**config.mk**
```make
export PLATFORM = sky130hd
export DESIGN_NAME = socks5_handshake_reply_parser
export DESIGN_NICKNAME = d
export VERILOG_FILES = /design/src/hdl/s5hrp_pkg.sv /design/src/hdl/socks5_handshake_reply_parser.sv
export SDC_FILE = /design/constraint.sdc
export NUM_CORES = 1
export LEC_CHECK = 0
export BUFFER_PORTS_ARGS = -buffer_cell sky130_fd_sc_hd__buf_4
export CELL_PAD_IN_SITES_DETAIL_PLACEMENT = 1
export CELL_PAD_IN_SITES_GLOBAL_PLACEMENT = 2
export CORE_MARGIN = 5
export CORE_UTILIZATION = 39
export CTS_BUF_LIST = sky130_fd_sc_hd__clkbuf_8
export DETAILED_ROUTE_END_ITERATION = 6
export HOLD_SLACK_MARGIN = 0.05
export PLACE_DENSITY_LB_ADDON = 0.05
export SYNTH_ARGS = -nofsm -noshare
export SYNTH_HDL_FRONTEND = slang
export SYNTH_SLANG_ARGS = --single-unit
```
**constraint.sdc**
```tcl
create_clock -name aclk -period 3.93 [get_ports aclk]
set_input_delay 0.5895 -clock aclk [delete_from_list [all_inputs] [get_ports aclk]]
set_output_delay 0.5895 -clock aclk [all_outputs]
set_load 0.1 [all_outputs]
```
**src/hdl/s5hrp_pkg.sv**
```systemverilog
package s5hrp_pkg;

    typedef enum logic [8:0] {
        PH_GREET_VER  = 9'b000000001,
        PH_GREET_METH = 9'b000000010,
        PH_HDR_VER    = 9'b000000100,
        PH_HDR_REP    = 9'b000001000,
        PH_HDR_RSV    = 9'b000010000,
        PH_HDR_ATYP   = 9'b000100000,
        PH_HDR_ADDR0  = 9'b001000000,
        PH_TAIL       = 9'b010000000,
        PH_DONE       = 9'b100000000
    } phase_t;

    localparam logic [2:0] ST_OK        = 3'd0;
    localparam logic [2:0] ST_BAD_GREET = 3'd1;
    localparam logic [2:0] ST_REJECTED  = 3'd2;
    localparam logic [2:0] ST_BAD_HDR   = 3'd3;
    localparam logic [2:0] ST_REFUSED   = 3'd4;
    localparam logic [2:0] ST_BAD_ATYP  = 3'd5;

    localparam logic [7:0] SOCKS_VER     = 8'h05;
    localparam logic [7:0] METHOD_NOAUTH = 8'h00;
    localparam logic [7:0] ATYP_IPV4     = 8'h01;
    localparam logic [7:0] ATYP_DOMAIN   = 8'h03;
    localparam logic [7:0] ATYP_IPV6     = 8'h04;

    // tail beats still due after the first address byte (address + port - 1)
    localparam logic [8:0] TAIL_IPV4 = 9'd5;
    localparam logic [8:0] TAIL_IPV6 = 9'd17;
    localparam logic [8:0] TAIL_DOMAIN_EXTRA = 9'd2;

endpackage

```
**src/hdl/socks5_handshake_reply_parser.sv**
```systemverilog
// Path: the input beat ending the handshake is held in the input register, then the
// result beat is registered in the result register.
// Throughput: one input beat per cycle while the result side is not stalled.
// Set by the input register and the result register around the parser update.
// Reset (aresetn low, synchronous): both stages empty, parser back to the
// greeting version byte with all saved fields cleared.
module socks5_handshake_reply_parser
    import s5hrp_pkg::*;
(
    input  logic       aclk,
    input  logic       aresetn,
    input  logic       s_valid,
    output logic       s_ready,
    input  logic [7:0] s_reply_byte,
    input  logic       s_restart,
    output logic       m_valid,
    input  logic       m_ready,
    output logic [2:0] m_status,
    output logic [7:0] m_reply_code,
    output logic [7:0] m_address_type
);

    logic       in_valid_reg;
    logic [7:0] in_byte_reg;
    logic       in_restart_reg;

    phase_t     phase_reg, phase_next;
    logic       header_bad_reg, header_bad_next;
    logic [7:0] saved_reply_reg, saved_reply_next;
    logic [7:0] saved_addr_type_reg, saved_addr_type_next;
    logic [8:0] bytes_left_reg, bytes_left_next;

    logic       m_valid_reg;
    logic [2:0] m_status_reg, m_status_next;
    logic [7:0] m_reply_code_reg, m_reply_code_next;
    logic [7:0] m_address_type_reg, m_address_type_next;

    logic       emit;
    logic       out_free;
    logic       fire;

    assign out_free = !m_valid_reg || m_ready;
    assign fire     = in_valid_reg && out_free;
    assign s_ready  = !in_valid_reg || out_free;

    always_ff @(posedge aclk) begin
        if (!aresetn) begin
            in_valid_reg <= 1'b0;
        end else if (s_ready) begin
            in_valid_reg <= s_valid;
        end
        if (s_valid && s_ready) begin
            in_byte_reg    <= s_reply_byte;
            in_restart_reg <= s_restart;
        end
    end

    always_comb begin
        phase_next           = phase_reg;
        header_bad_next      = header_bad_reg;
        saved_reply_next     = saved_reply_reg;
        saved_addr_type_next = saved_addr_type_reg;
        bytes_left_next      = bytes_left_reg;
        emit                 = 1'b0;
        m_status_next        = ST_OK;
        m_reply_code_next    = 8'd0;
        m_address_type_next  = 8'd0;

        if (in_restart_reg) begin
            phase_next           = PH_GREET_VER;
            header_bad_next      = 1'b0;
            saved_reply_next     = 8'd0;
            saved_addr_type_next = 8'd0;
            bytes_left_next      = 9'd0;
        end else begin
            unique case (phase_reg)
                PH_GREET_VER: begin
                    header_bad_next = (in_byte_reg != SOCKS_VER);
                    phase_next      = PH_GREET_METH;
                end
                PH_GREET_METH: begin
                    if (header_bad_reg) begin
                        emit          = 1'b1;
                        m_status_next = ST_BAD_GREET;
                        phase_next    = PH_DONE;
                    end else if (in_byte_reg != METHOD_NOAUTH) begin
                        emit          = 1'b1;
                        m_status_next = ST_REJECTED;
                        phase_next    = PH_DONE;
                    end else begin
                        header_bad_next = 1'b0;
                        phase_next      = PH_HDR_VER;
                    end
                end
                PH_HDR_VER: begin
                    header_bad_next = (in_byte_reg != SOCKS_VER);
                    phase_next      = PH_HDR_REP;
                end
                PH_HDR_REP: begin
                    saved_reply_next = in_byte_reg;
                    phase_next       = PH_HDR_RSV;
                end
                PH_HDR_RSV: begin
                    if (in_byte_reg != 8'd0) begin
                        header_bad_next = 1'b1;
                    end
                    phase_next = PH_HDR_ATYP;
                end
                PH_HDR_ATYP: begin
                    saved_addr_type_next = in_byte_reg;
                    phase_next           = PH_HDR_ADDR0;
                end
                PH_HDR_ADDR0: begin
                    m_address_type_next = saved_addr_type_reg;
                    if (header_bad_reg) begin
                        emit          = 1'b1;
                        m_status_next = ST_BAD_HDR;
                        phase_next    = PH_DONE;
                    end else if (saved_reply_reg != 8'd0) begin
                        emit              = 1'b1;
                        m_status_next     = ST_REFUSED;
                        m_reply_code_next = saved_reply_reg;
                        phase_next        = PH_DONE;
                    end else if (saved_addr_type_reg == ATYP_IPV4) begin
                        bytes_left_next = TAIL_IPV4;
                        phase_next      = PH_TAIL;
                    end else if (saved_addr_type_reg == ATYP_IPV6) begin
                        bytes_left_next = TAIL_IPV6;
                        phase_next      = PH_TAIL;
                    end else if (saved_addr_type_reg == ATYP_DOMAIN) begin
                        // domain length byte L: L name bytes + 2 port bytes remain
                        bytes_left_next = {1'b0, in_byte_reg} + TAIL_DOMAIN_EXTRA;
                        phase_next      = PH_TAIL;
                    end else begin
                        emit          = 1'b1;
                        m_status_next = ST_BAD_ATYP;
                        phase_next    = PH_DONE;
                    end
                end
                PH_TAIL: begin
                    bytes_left_next     = bytes_left_reg - 9'd1;
                    m_address_type_next = saved_addr_type_reg;
                    if (bytes_left_reg == 9'd1) begin
                        emit          = 1'b1;
                        m_status_next = ST_OK;
                        phase_next    = PH_DONE;
                    end
                end
                default: begin
                    // done: bytes are dropped until restart
                end
            endcase
        end
    end

    always_ff @(posedge aclk) begin
        if (!aresetn) begin
            phase_reg           <= PH_GREET_VER;
            header_bad_reg      <= 1'b0;
            saved_reply_reg     <= 8'd0;
            saved_addr_type_reg <= 8'd0;
            bytes_left_reg      <= 9'd0;
            m_valid_reg         <= 1'b0;
        end else begin
            if (fire) begin
                phase_reg           <= phase_next;
                header_bad_reg      <= header_bad_next;
                saved_reply_reg     <= saved_reply_next;
                saved_addr_type_reg <= saved_addr_type_next;
                bytes_left_reg      <= bytes_left_next;
            end
            if (out_free) begin
                m_valid_reg <= fire && emit;
            end
        end
        if (fire && emit) begin
            m_status_reg       <= m_status_next;
            m_reply_code_reg   <= m_reply_code_next;
            m_address_type_reg <= m_address_type_next;
        end
    end

    assign m_valid        = m_valid_reg;
    assign m_status       = m_status_reg;
    assign m_reply_code   = m_reply_code_reg;
    assign m_address_type = m_address_type_reg;

    a_result_from_beat: assert property (@(posedge aclk) disable iff (!aresetn)
        $rose(m_valid_reg) |-> $past(in_valid_reg))
        else $error("result without a parsed beat");

    a_refused_code: assert property (@(posedge aclk) disable iff (!aresetn)
        m_valid_reg && (m_status_reg == ST_REFUSED) |-> (m_reply_code_reg != 8'd0))
        else $error("refused result carries zero reply code");

    a_code_only_refused: assert property (@(posedge aclk) disable iff (!aresetn)
        m_valid_reg && (m_status_reg != ST_REFUSED) |-> (m_reply_code_reg == 8'd0))
        else $error("reply code set on non-refused result");

    a_greet_no_atyp: assert property (@(posedge aclk) disable iff (!aresetn)
        m_valid_reg && ((m_status_reg == ST_BAD_GREET) || (m_status_reg == ST_REJECTED))
        |-> (m_address_type_reg == 8'd0))
        else $error("address type set on greeting result");

    a_tail_count: assert property (@(posedge aclk) disable iff (!aresetn)
        (phase_reg == PH_TAIL) |-> (bytes_left_reg != 9'd0))
        else $error("tail phase with no bytes left");

endmodule
```
### Yosys cells after proc, flatten, opt, wreduce, memory -nomap -nowiden

Index checks and enable logic that the tools add are counted.
Widths: inputs -> output; s select.

* bits of input ports: 13
* register bits: 65
* output and inout bits: 21
* word-level logic and storage cells: 101

* bitwise logic cells: 3
* eq/ne operators: 18
* add/sub/neg operators: 2
* reduce and logical (&&, ||, !) cells: 23
* muxes and demuxes: 43

Operators with widths (count)
* $mux 9: 15
* $pmux 9 s8: 1
* $mux 8: 4
* $eq 9x1->1 const B: 2
* $pmux 9 s2: 1
* $reduce_bool 8->1: 2
* $mux 3: 5
* $mux 1: 12
* $ne 3x3->1 const B: 4
* $add 8x2->9 const B: 1
* $eq 9x2->1 const B: 1
* $eq 9x3->1 const B: 1
* $eq 9x4->1 const B: 1
* $eq 9x5->1 const B: 1
* $eq 9x6->1 const B: 1
* $eq 9x7->1 const B: 1
* $eq 9x8->1 const B: 1
* $reduce_bool 9->1: 1
* $sub 9x1->9 const B: 1
* $eq 8x1->1 const B: 1
* $eq 8x2->1 const B: 1
* $eq 8x3->1 const B: 1
* $ne 8x3->1 const B: 1
* $pmux 1 s3: 2
* other kinds (15): 27

### Logic depth before layout (Yosys ltp)

* word-level depth: 9
* mapped depth: 7
* gate-level depth less buffers: 7

### Worst setup path after synthesis

Ideal clock, no wire load.

* path kind: register to register
* start: reg bytes_left_reg[2]
* end: reg m_address_type_reg[0], in the netlist m_address_type[0] (enable)
* buffers on the path: 0
* period minus slack after synthesis: 3.208 ns
* cell stages (with the launch flop): 5
* setup slack: 0.722 ns
* required time: 3.509 ns
* data arrival time: 2.787 ns
* library setup time: 0.421 ns
* path through: dfxtp_1 > or4_1 > nor4_4 > a2bb2oi_1 > o21ai_0

* cells in the longest elaborated chain, start to end: 5

Ends and longest elaborated chain
* start: declaration: RTL line socks5_handshake_reply_parser.sv:31 `logic [8:0] bytes_left_reg, bytes_left_next;`
* start signal: assignment: RTL line socks5_handshake_reply_parser.sv:170 `bytes_left_reg <= bytes_left_next;`
* $eq 9x1->1: RTL line socks5_handshake_reply_parser.sv:143 `if (bytes_left_reg == 9'd1) begin`
* $mux 1: RTL line socks5_handshake_reply_parser.sv:143
* $pmux 1 s3: RTL line socks5_handshake_reply_parser.sv:76 `unique case (phase_reg)`
* $mux 1: RTL line socks5_handshake_reply_parser.sv:69 `if (in_restart_reg) begin`
* $logic_and 1x1->1: RTL line socks5_handshake_reply_parser.sv:176 `if (fire && emit) begin`
* end signal: assignment: RTL line socks5_handshake_reply_parser.sv:179 `m_address_type_reg <= m_address_type_next;`
* end: declaration: RTL line socks5_handshake_reply_parser.sv:36 `logic [7:0] m_address_type_reg, m_address_type_next;`

No other way between the ends.
A chain may end at the register's enable or synchronous reset.

### Final worst setup path

* start: reg phase_reg[4]
* end: reg phase_reg[1]

* cells in the longest elaborated chain, start to end: 3
* elaborated cells between the ends (all ways): 13
* those cells by class: eq/ne: 9; mux: 2; reduce/logical: 2

Ends and longest elaborated chain
* start: declaration: RTL line socks5_handshake_reply_parser.sv:27 `phase_t phase_reg, phase_next;`
* start signal: assignment: RTL line socks5_handshake_reply_parser.sv:166 `phase_reg <= phase_next;`
* $eq 9x8->1 (tied with other cells): RTL line socks5_handshake_reply_parser.sv:76
* $pmux 9 s8 (tied with other cells): RTL line socks5_handshake_reply_parser.sv:76
* $mux 9 / $reduce_and 3->1 (equally long branches)

Several ways; a longest one is shown, not always the timed one.

==> impl_metrics.py <==
metrics = {
    "synthesis": {
        "async_flop_share_pct": 0,
        "synthFlopType": "dfxtp_1",
        "synthesis.area_mm2": 0.00340,
        "syn_inst": 344,
        "yosysSeqAreaShare_pct": 46.5,
        "synth_cell_type_count": 62,
        "syn-mean-instance-area_um2": 9.90,
        "synth_fp_nets": 360,
        "synth_edf_count": 28,
        "synth-seq-cells": 65,
        "yosys_warnings": 0,
    },
    "cells_and_area": {
        "final_common_cell": "dfxtp_1",
        "fin_nets": 388,
        "layout_common_cells": "37 x dfxtp_1, 35 x buf_4, 32 x nor2_1, 28 x edfxtp_1",
        "diodes": 0,
        "post_route_cells_drive_above_1_share_pct": 18.6,
        "syn_to_final_growth_pct": 14.9,
    },
    "routing": {
        "ant_nets": 0,
        "totalWireLength_um": 9330,
        "vias": 2755,
        "initialDrtViolationCount": 118,
        "viasPerCell": 5.68,
        "detail_route.wl_per_cell_um": 19.2,
        "drt_pre_antenna_iters": 4,
        "drc": 0,
    },
    "sta": {
        "post-route-period-util_pct": 62.3,
        "slew_violations": 0,
        "rsz0062_at_grt": "false",
        "max_freq_mhz": 408,
        "fin_tns_setup_ns": 0,
        "fin_ws_ns": 1.48,
        "fin_skew_ns": 0.0104,
        "tightest_slew_ns": 0.823,
        "hold_viol": 0,
        "relSlewSlack_pct": 45.0,
        "finalCriticalPeriod_ns": 2.45,
        "setup_viol": 0,
    },
    "setup_path": {
        "r2r-end": "phase_reg[1]",
        "cpPeakStageDelay_ns": 0.64,
        "worstPathCellList": "nor3_1 -> nand3_2 -> o31ai_4 -> nor2_1 -> o2111a_1",
        "crit_path_max_fanout": 17,
        "r2r_cells": 5,
        "crit_path_end_kind": "flop",
        "worst_ep_required_time_ns": 4.17,
        "cp_num_buf_inv": 0,
        "path_delay_family": "simple AND/OR/NAND/NOR gates",
        "critical_path_class": "flop to flop",
        "cp.depth": 5,
        "crit_path_end": "phase_reg[1]",
        "rr_startpoint": "phase_reg[4]",
        "crit_start": "phase_reg[4]",
        "rrSetupSlack_ns": 1.48,
        "critPathArrivalTime_ns": 2.69,
        "critPathSlowestCell": "nor3_1",
        "startpoint_type": "flop",
    },
    "pwr": {
        "p_comb_share_pct": 9.3,
        "p_per_area_mw_per_mm2": 363,
        "p_int_w": 0.00102,
        "pwr-share-seq_pct": 52.2,
        "p_leak_nw": 1.45,
        "swShare_pct": 28.0,
        "pwr-share-clk_pct": 38.5,
        "peakVddDrop_uv": 187,
        "power.switching_w": 0.000396,
    },
    "floorplanning": {
        "die_area_mm2": 0.0107,
        "num_io_pins": 34,
        "fp.dieW_um": 103,
        "rows": 34,
        "initial_core_util_pct": 39.6,
        "chipHeight_um": 103,
        "coreArea_mm2": 0.00859,
    },
    "run_status": {
        "status": "completed",
    },
    "placement": {
        "io_buffers": 33,
        "preCtsSetupSlack_ns": 1.51,
        "dp_hpwl_um": 6910,
        "place.gp.congestion": 0.837,
    },
    "clocking": {
        "cts.sinks": 65,
        "clk_latency_ns": 0.35,
        "holdBufCountCts": 0,
        "clockBufferDepth": 2,
        "cts_tree": "yes",
        "cts_root_buf": "clkbuf_8",
        "cts_setup_buffers": 0,
        "clk_pin_slew_ns": 0.08,
        "cts-resized-gates": 0,
        "cts.htree.levels": 3,
        "cts_buffers": 9,
    },
    "global_routing": {
        "overflow": 0,
        "grt_pass1_wl_um": 15400,
        "grt_max_degree": 23,
        "grt_pass1_vias": 2845,
        "grt.total_usage_pct": 19.1,
        "antenna_found_initial": 0,
    },
    "min_path": {
        "hold_path_class": "input pin to flop",
    },
    "job": {
        "cap_violations": 0,
    },
}
## worst reg2reg max path: stages, from the launching register on
cell	delay (ns)
dfxtp_1	0.37
nor3_1	0.64
nand3_2	0.51
o31ai_4	0.49
nor2_1	0.09
o2111a_1	0.24
## cell families (layout without fill, tap and decap cells)
| logic type | Yosys count | count (layout) | synth area share (%) |
|---|---|---|---|
| DFF | 65 | 65 | 46.5 |
| AOI/OAI and AO/OA | 63 | 63 | 13.8 |
| muxes | 19 | 19 | 5.59 |
| xor gates and xnor gates | 13 | 13 | 3.34 |
| buffers and inverters | 24 | 57 | 3.09 |
| and+or+nand+nor | 157 | 157 | 26.6 |
| adders and majority gates | 3 | 3 | 1.10 |
## synth_stat cells, types with 6 or more instances
library cell,n,area share [%]
a211oi_1,7,1.5
a21oi_1,11,1.6
and2_1,19,3.5
buf_2,6,0.88
clkbuf_1,11,1.2
dfxtp_1,37,22
edfxtp_1,28,25
inv_1,6,0.66
mux2i_1,19,5.6
nand2_1,16,1.8
nand3_1,15,2.2
nand4_1,6,1.1
nor2_1,32,3.5
nor2b_1,10,1.8
nor3_1,16,2.4
o21ai_0,9,1.3
xnor2_1,6,1.5
xor2_1,7,1.8
## how the worst min path moves through the flow
stage / start / end / slack [ns] / cells past startpoint
after floorplan: saved_reply_reg[3] / saved_reply_reg[3] / 0.47 / 2
after global routing: s_reply_byte[3] / in_byte_reg[3] / 0.39 / 1
after detailed placement: saved_reply_reg[6] / saved_reply_reg[6] / 0.51 / 2
after global placement: saved_reply_reg[7] / saved_reply_reg[7] / 0.50 / 2
after CTS: s_reply_byte[3] / in_byte_reg[3] / 0.39 / 1
final: s_reply_byte[3] / in_byte_reg[3] / 0.41 / 1
## through the flow
step           power, W  hold WS, ns  instance area, µm²  std cells  utilization, %
3_5_place_dp   0.000888        0.507                3720        469            43.3
3_3_place_gp   0.000888        0.497                3720        469            43.3
5_1_grt         0.00148        0.388                3910        485            45.5
2_1_floorplan  0.000841        0.466                3400        344               -
4_1_cts         0.00144        0.393                3910        485            45.5
6_report        0.00142        0.411                3910        485            45.5
## power by group through the flow
| stage | logic, W | clock network [W] | registers (W) |
|---|---|---|---|
| 5_1_grt | 0.000144 | 0.000595 | 0.000744 |
| 2_1_floorplan | 0.0000950 | 0 | 0.000746 |
| 6_report | 0.000132 | 0.000546 | 0.000740 |
| 4_1_cts | 0.000133 | 0.000565 | 0.000740 |
| 3_3_place_gp | 0.000133 | 0 | 0.000756 |
| 3_5_place_dp | 0.000132 | 0 | 0.000756 |
## area by class of cell
type | instances | area [µm²]
fill | 982 | 4680
multi-input combinational | 255 | 1720
sequential | 65 | 1580
timing repair buffer | 35 | 263
clock buffer | 10 | 138
tap | 108 | 135
clock inverter | 6 | 50.0
inverter | 6 | 22.5
## metal layers
layer,part of all wire [%],global-route usage [%]
met2,45,29.0
met3,3.8,3.69
met1,48,26.6
met5,0,0
met4,2.3,7.97
(Power assumes the default switching activity.)
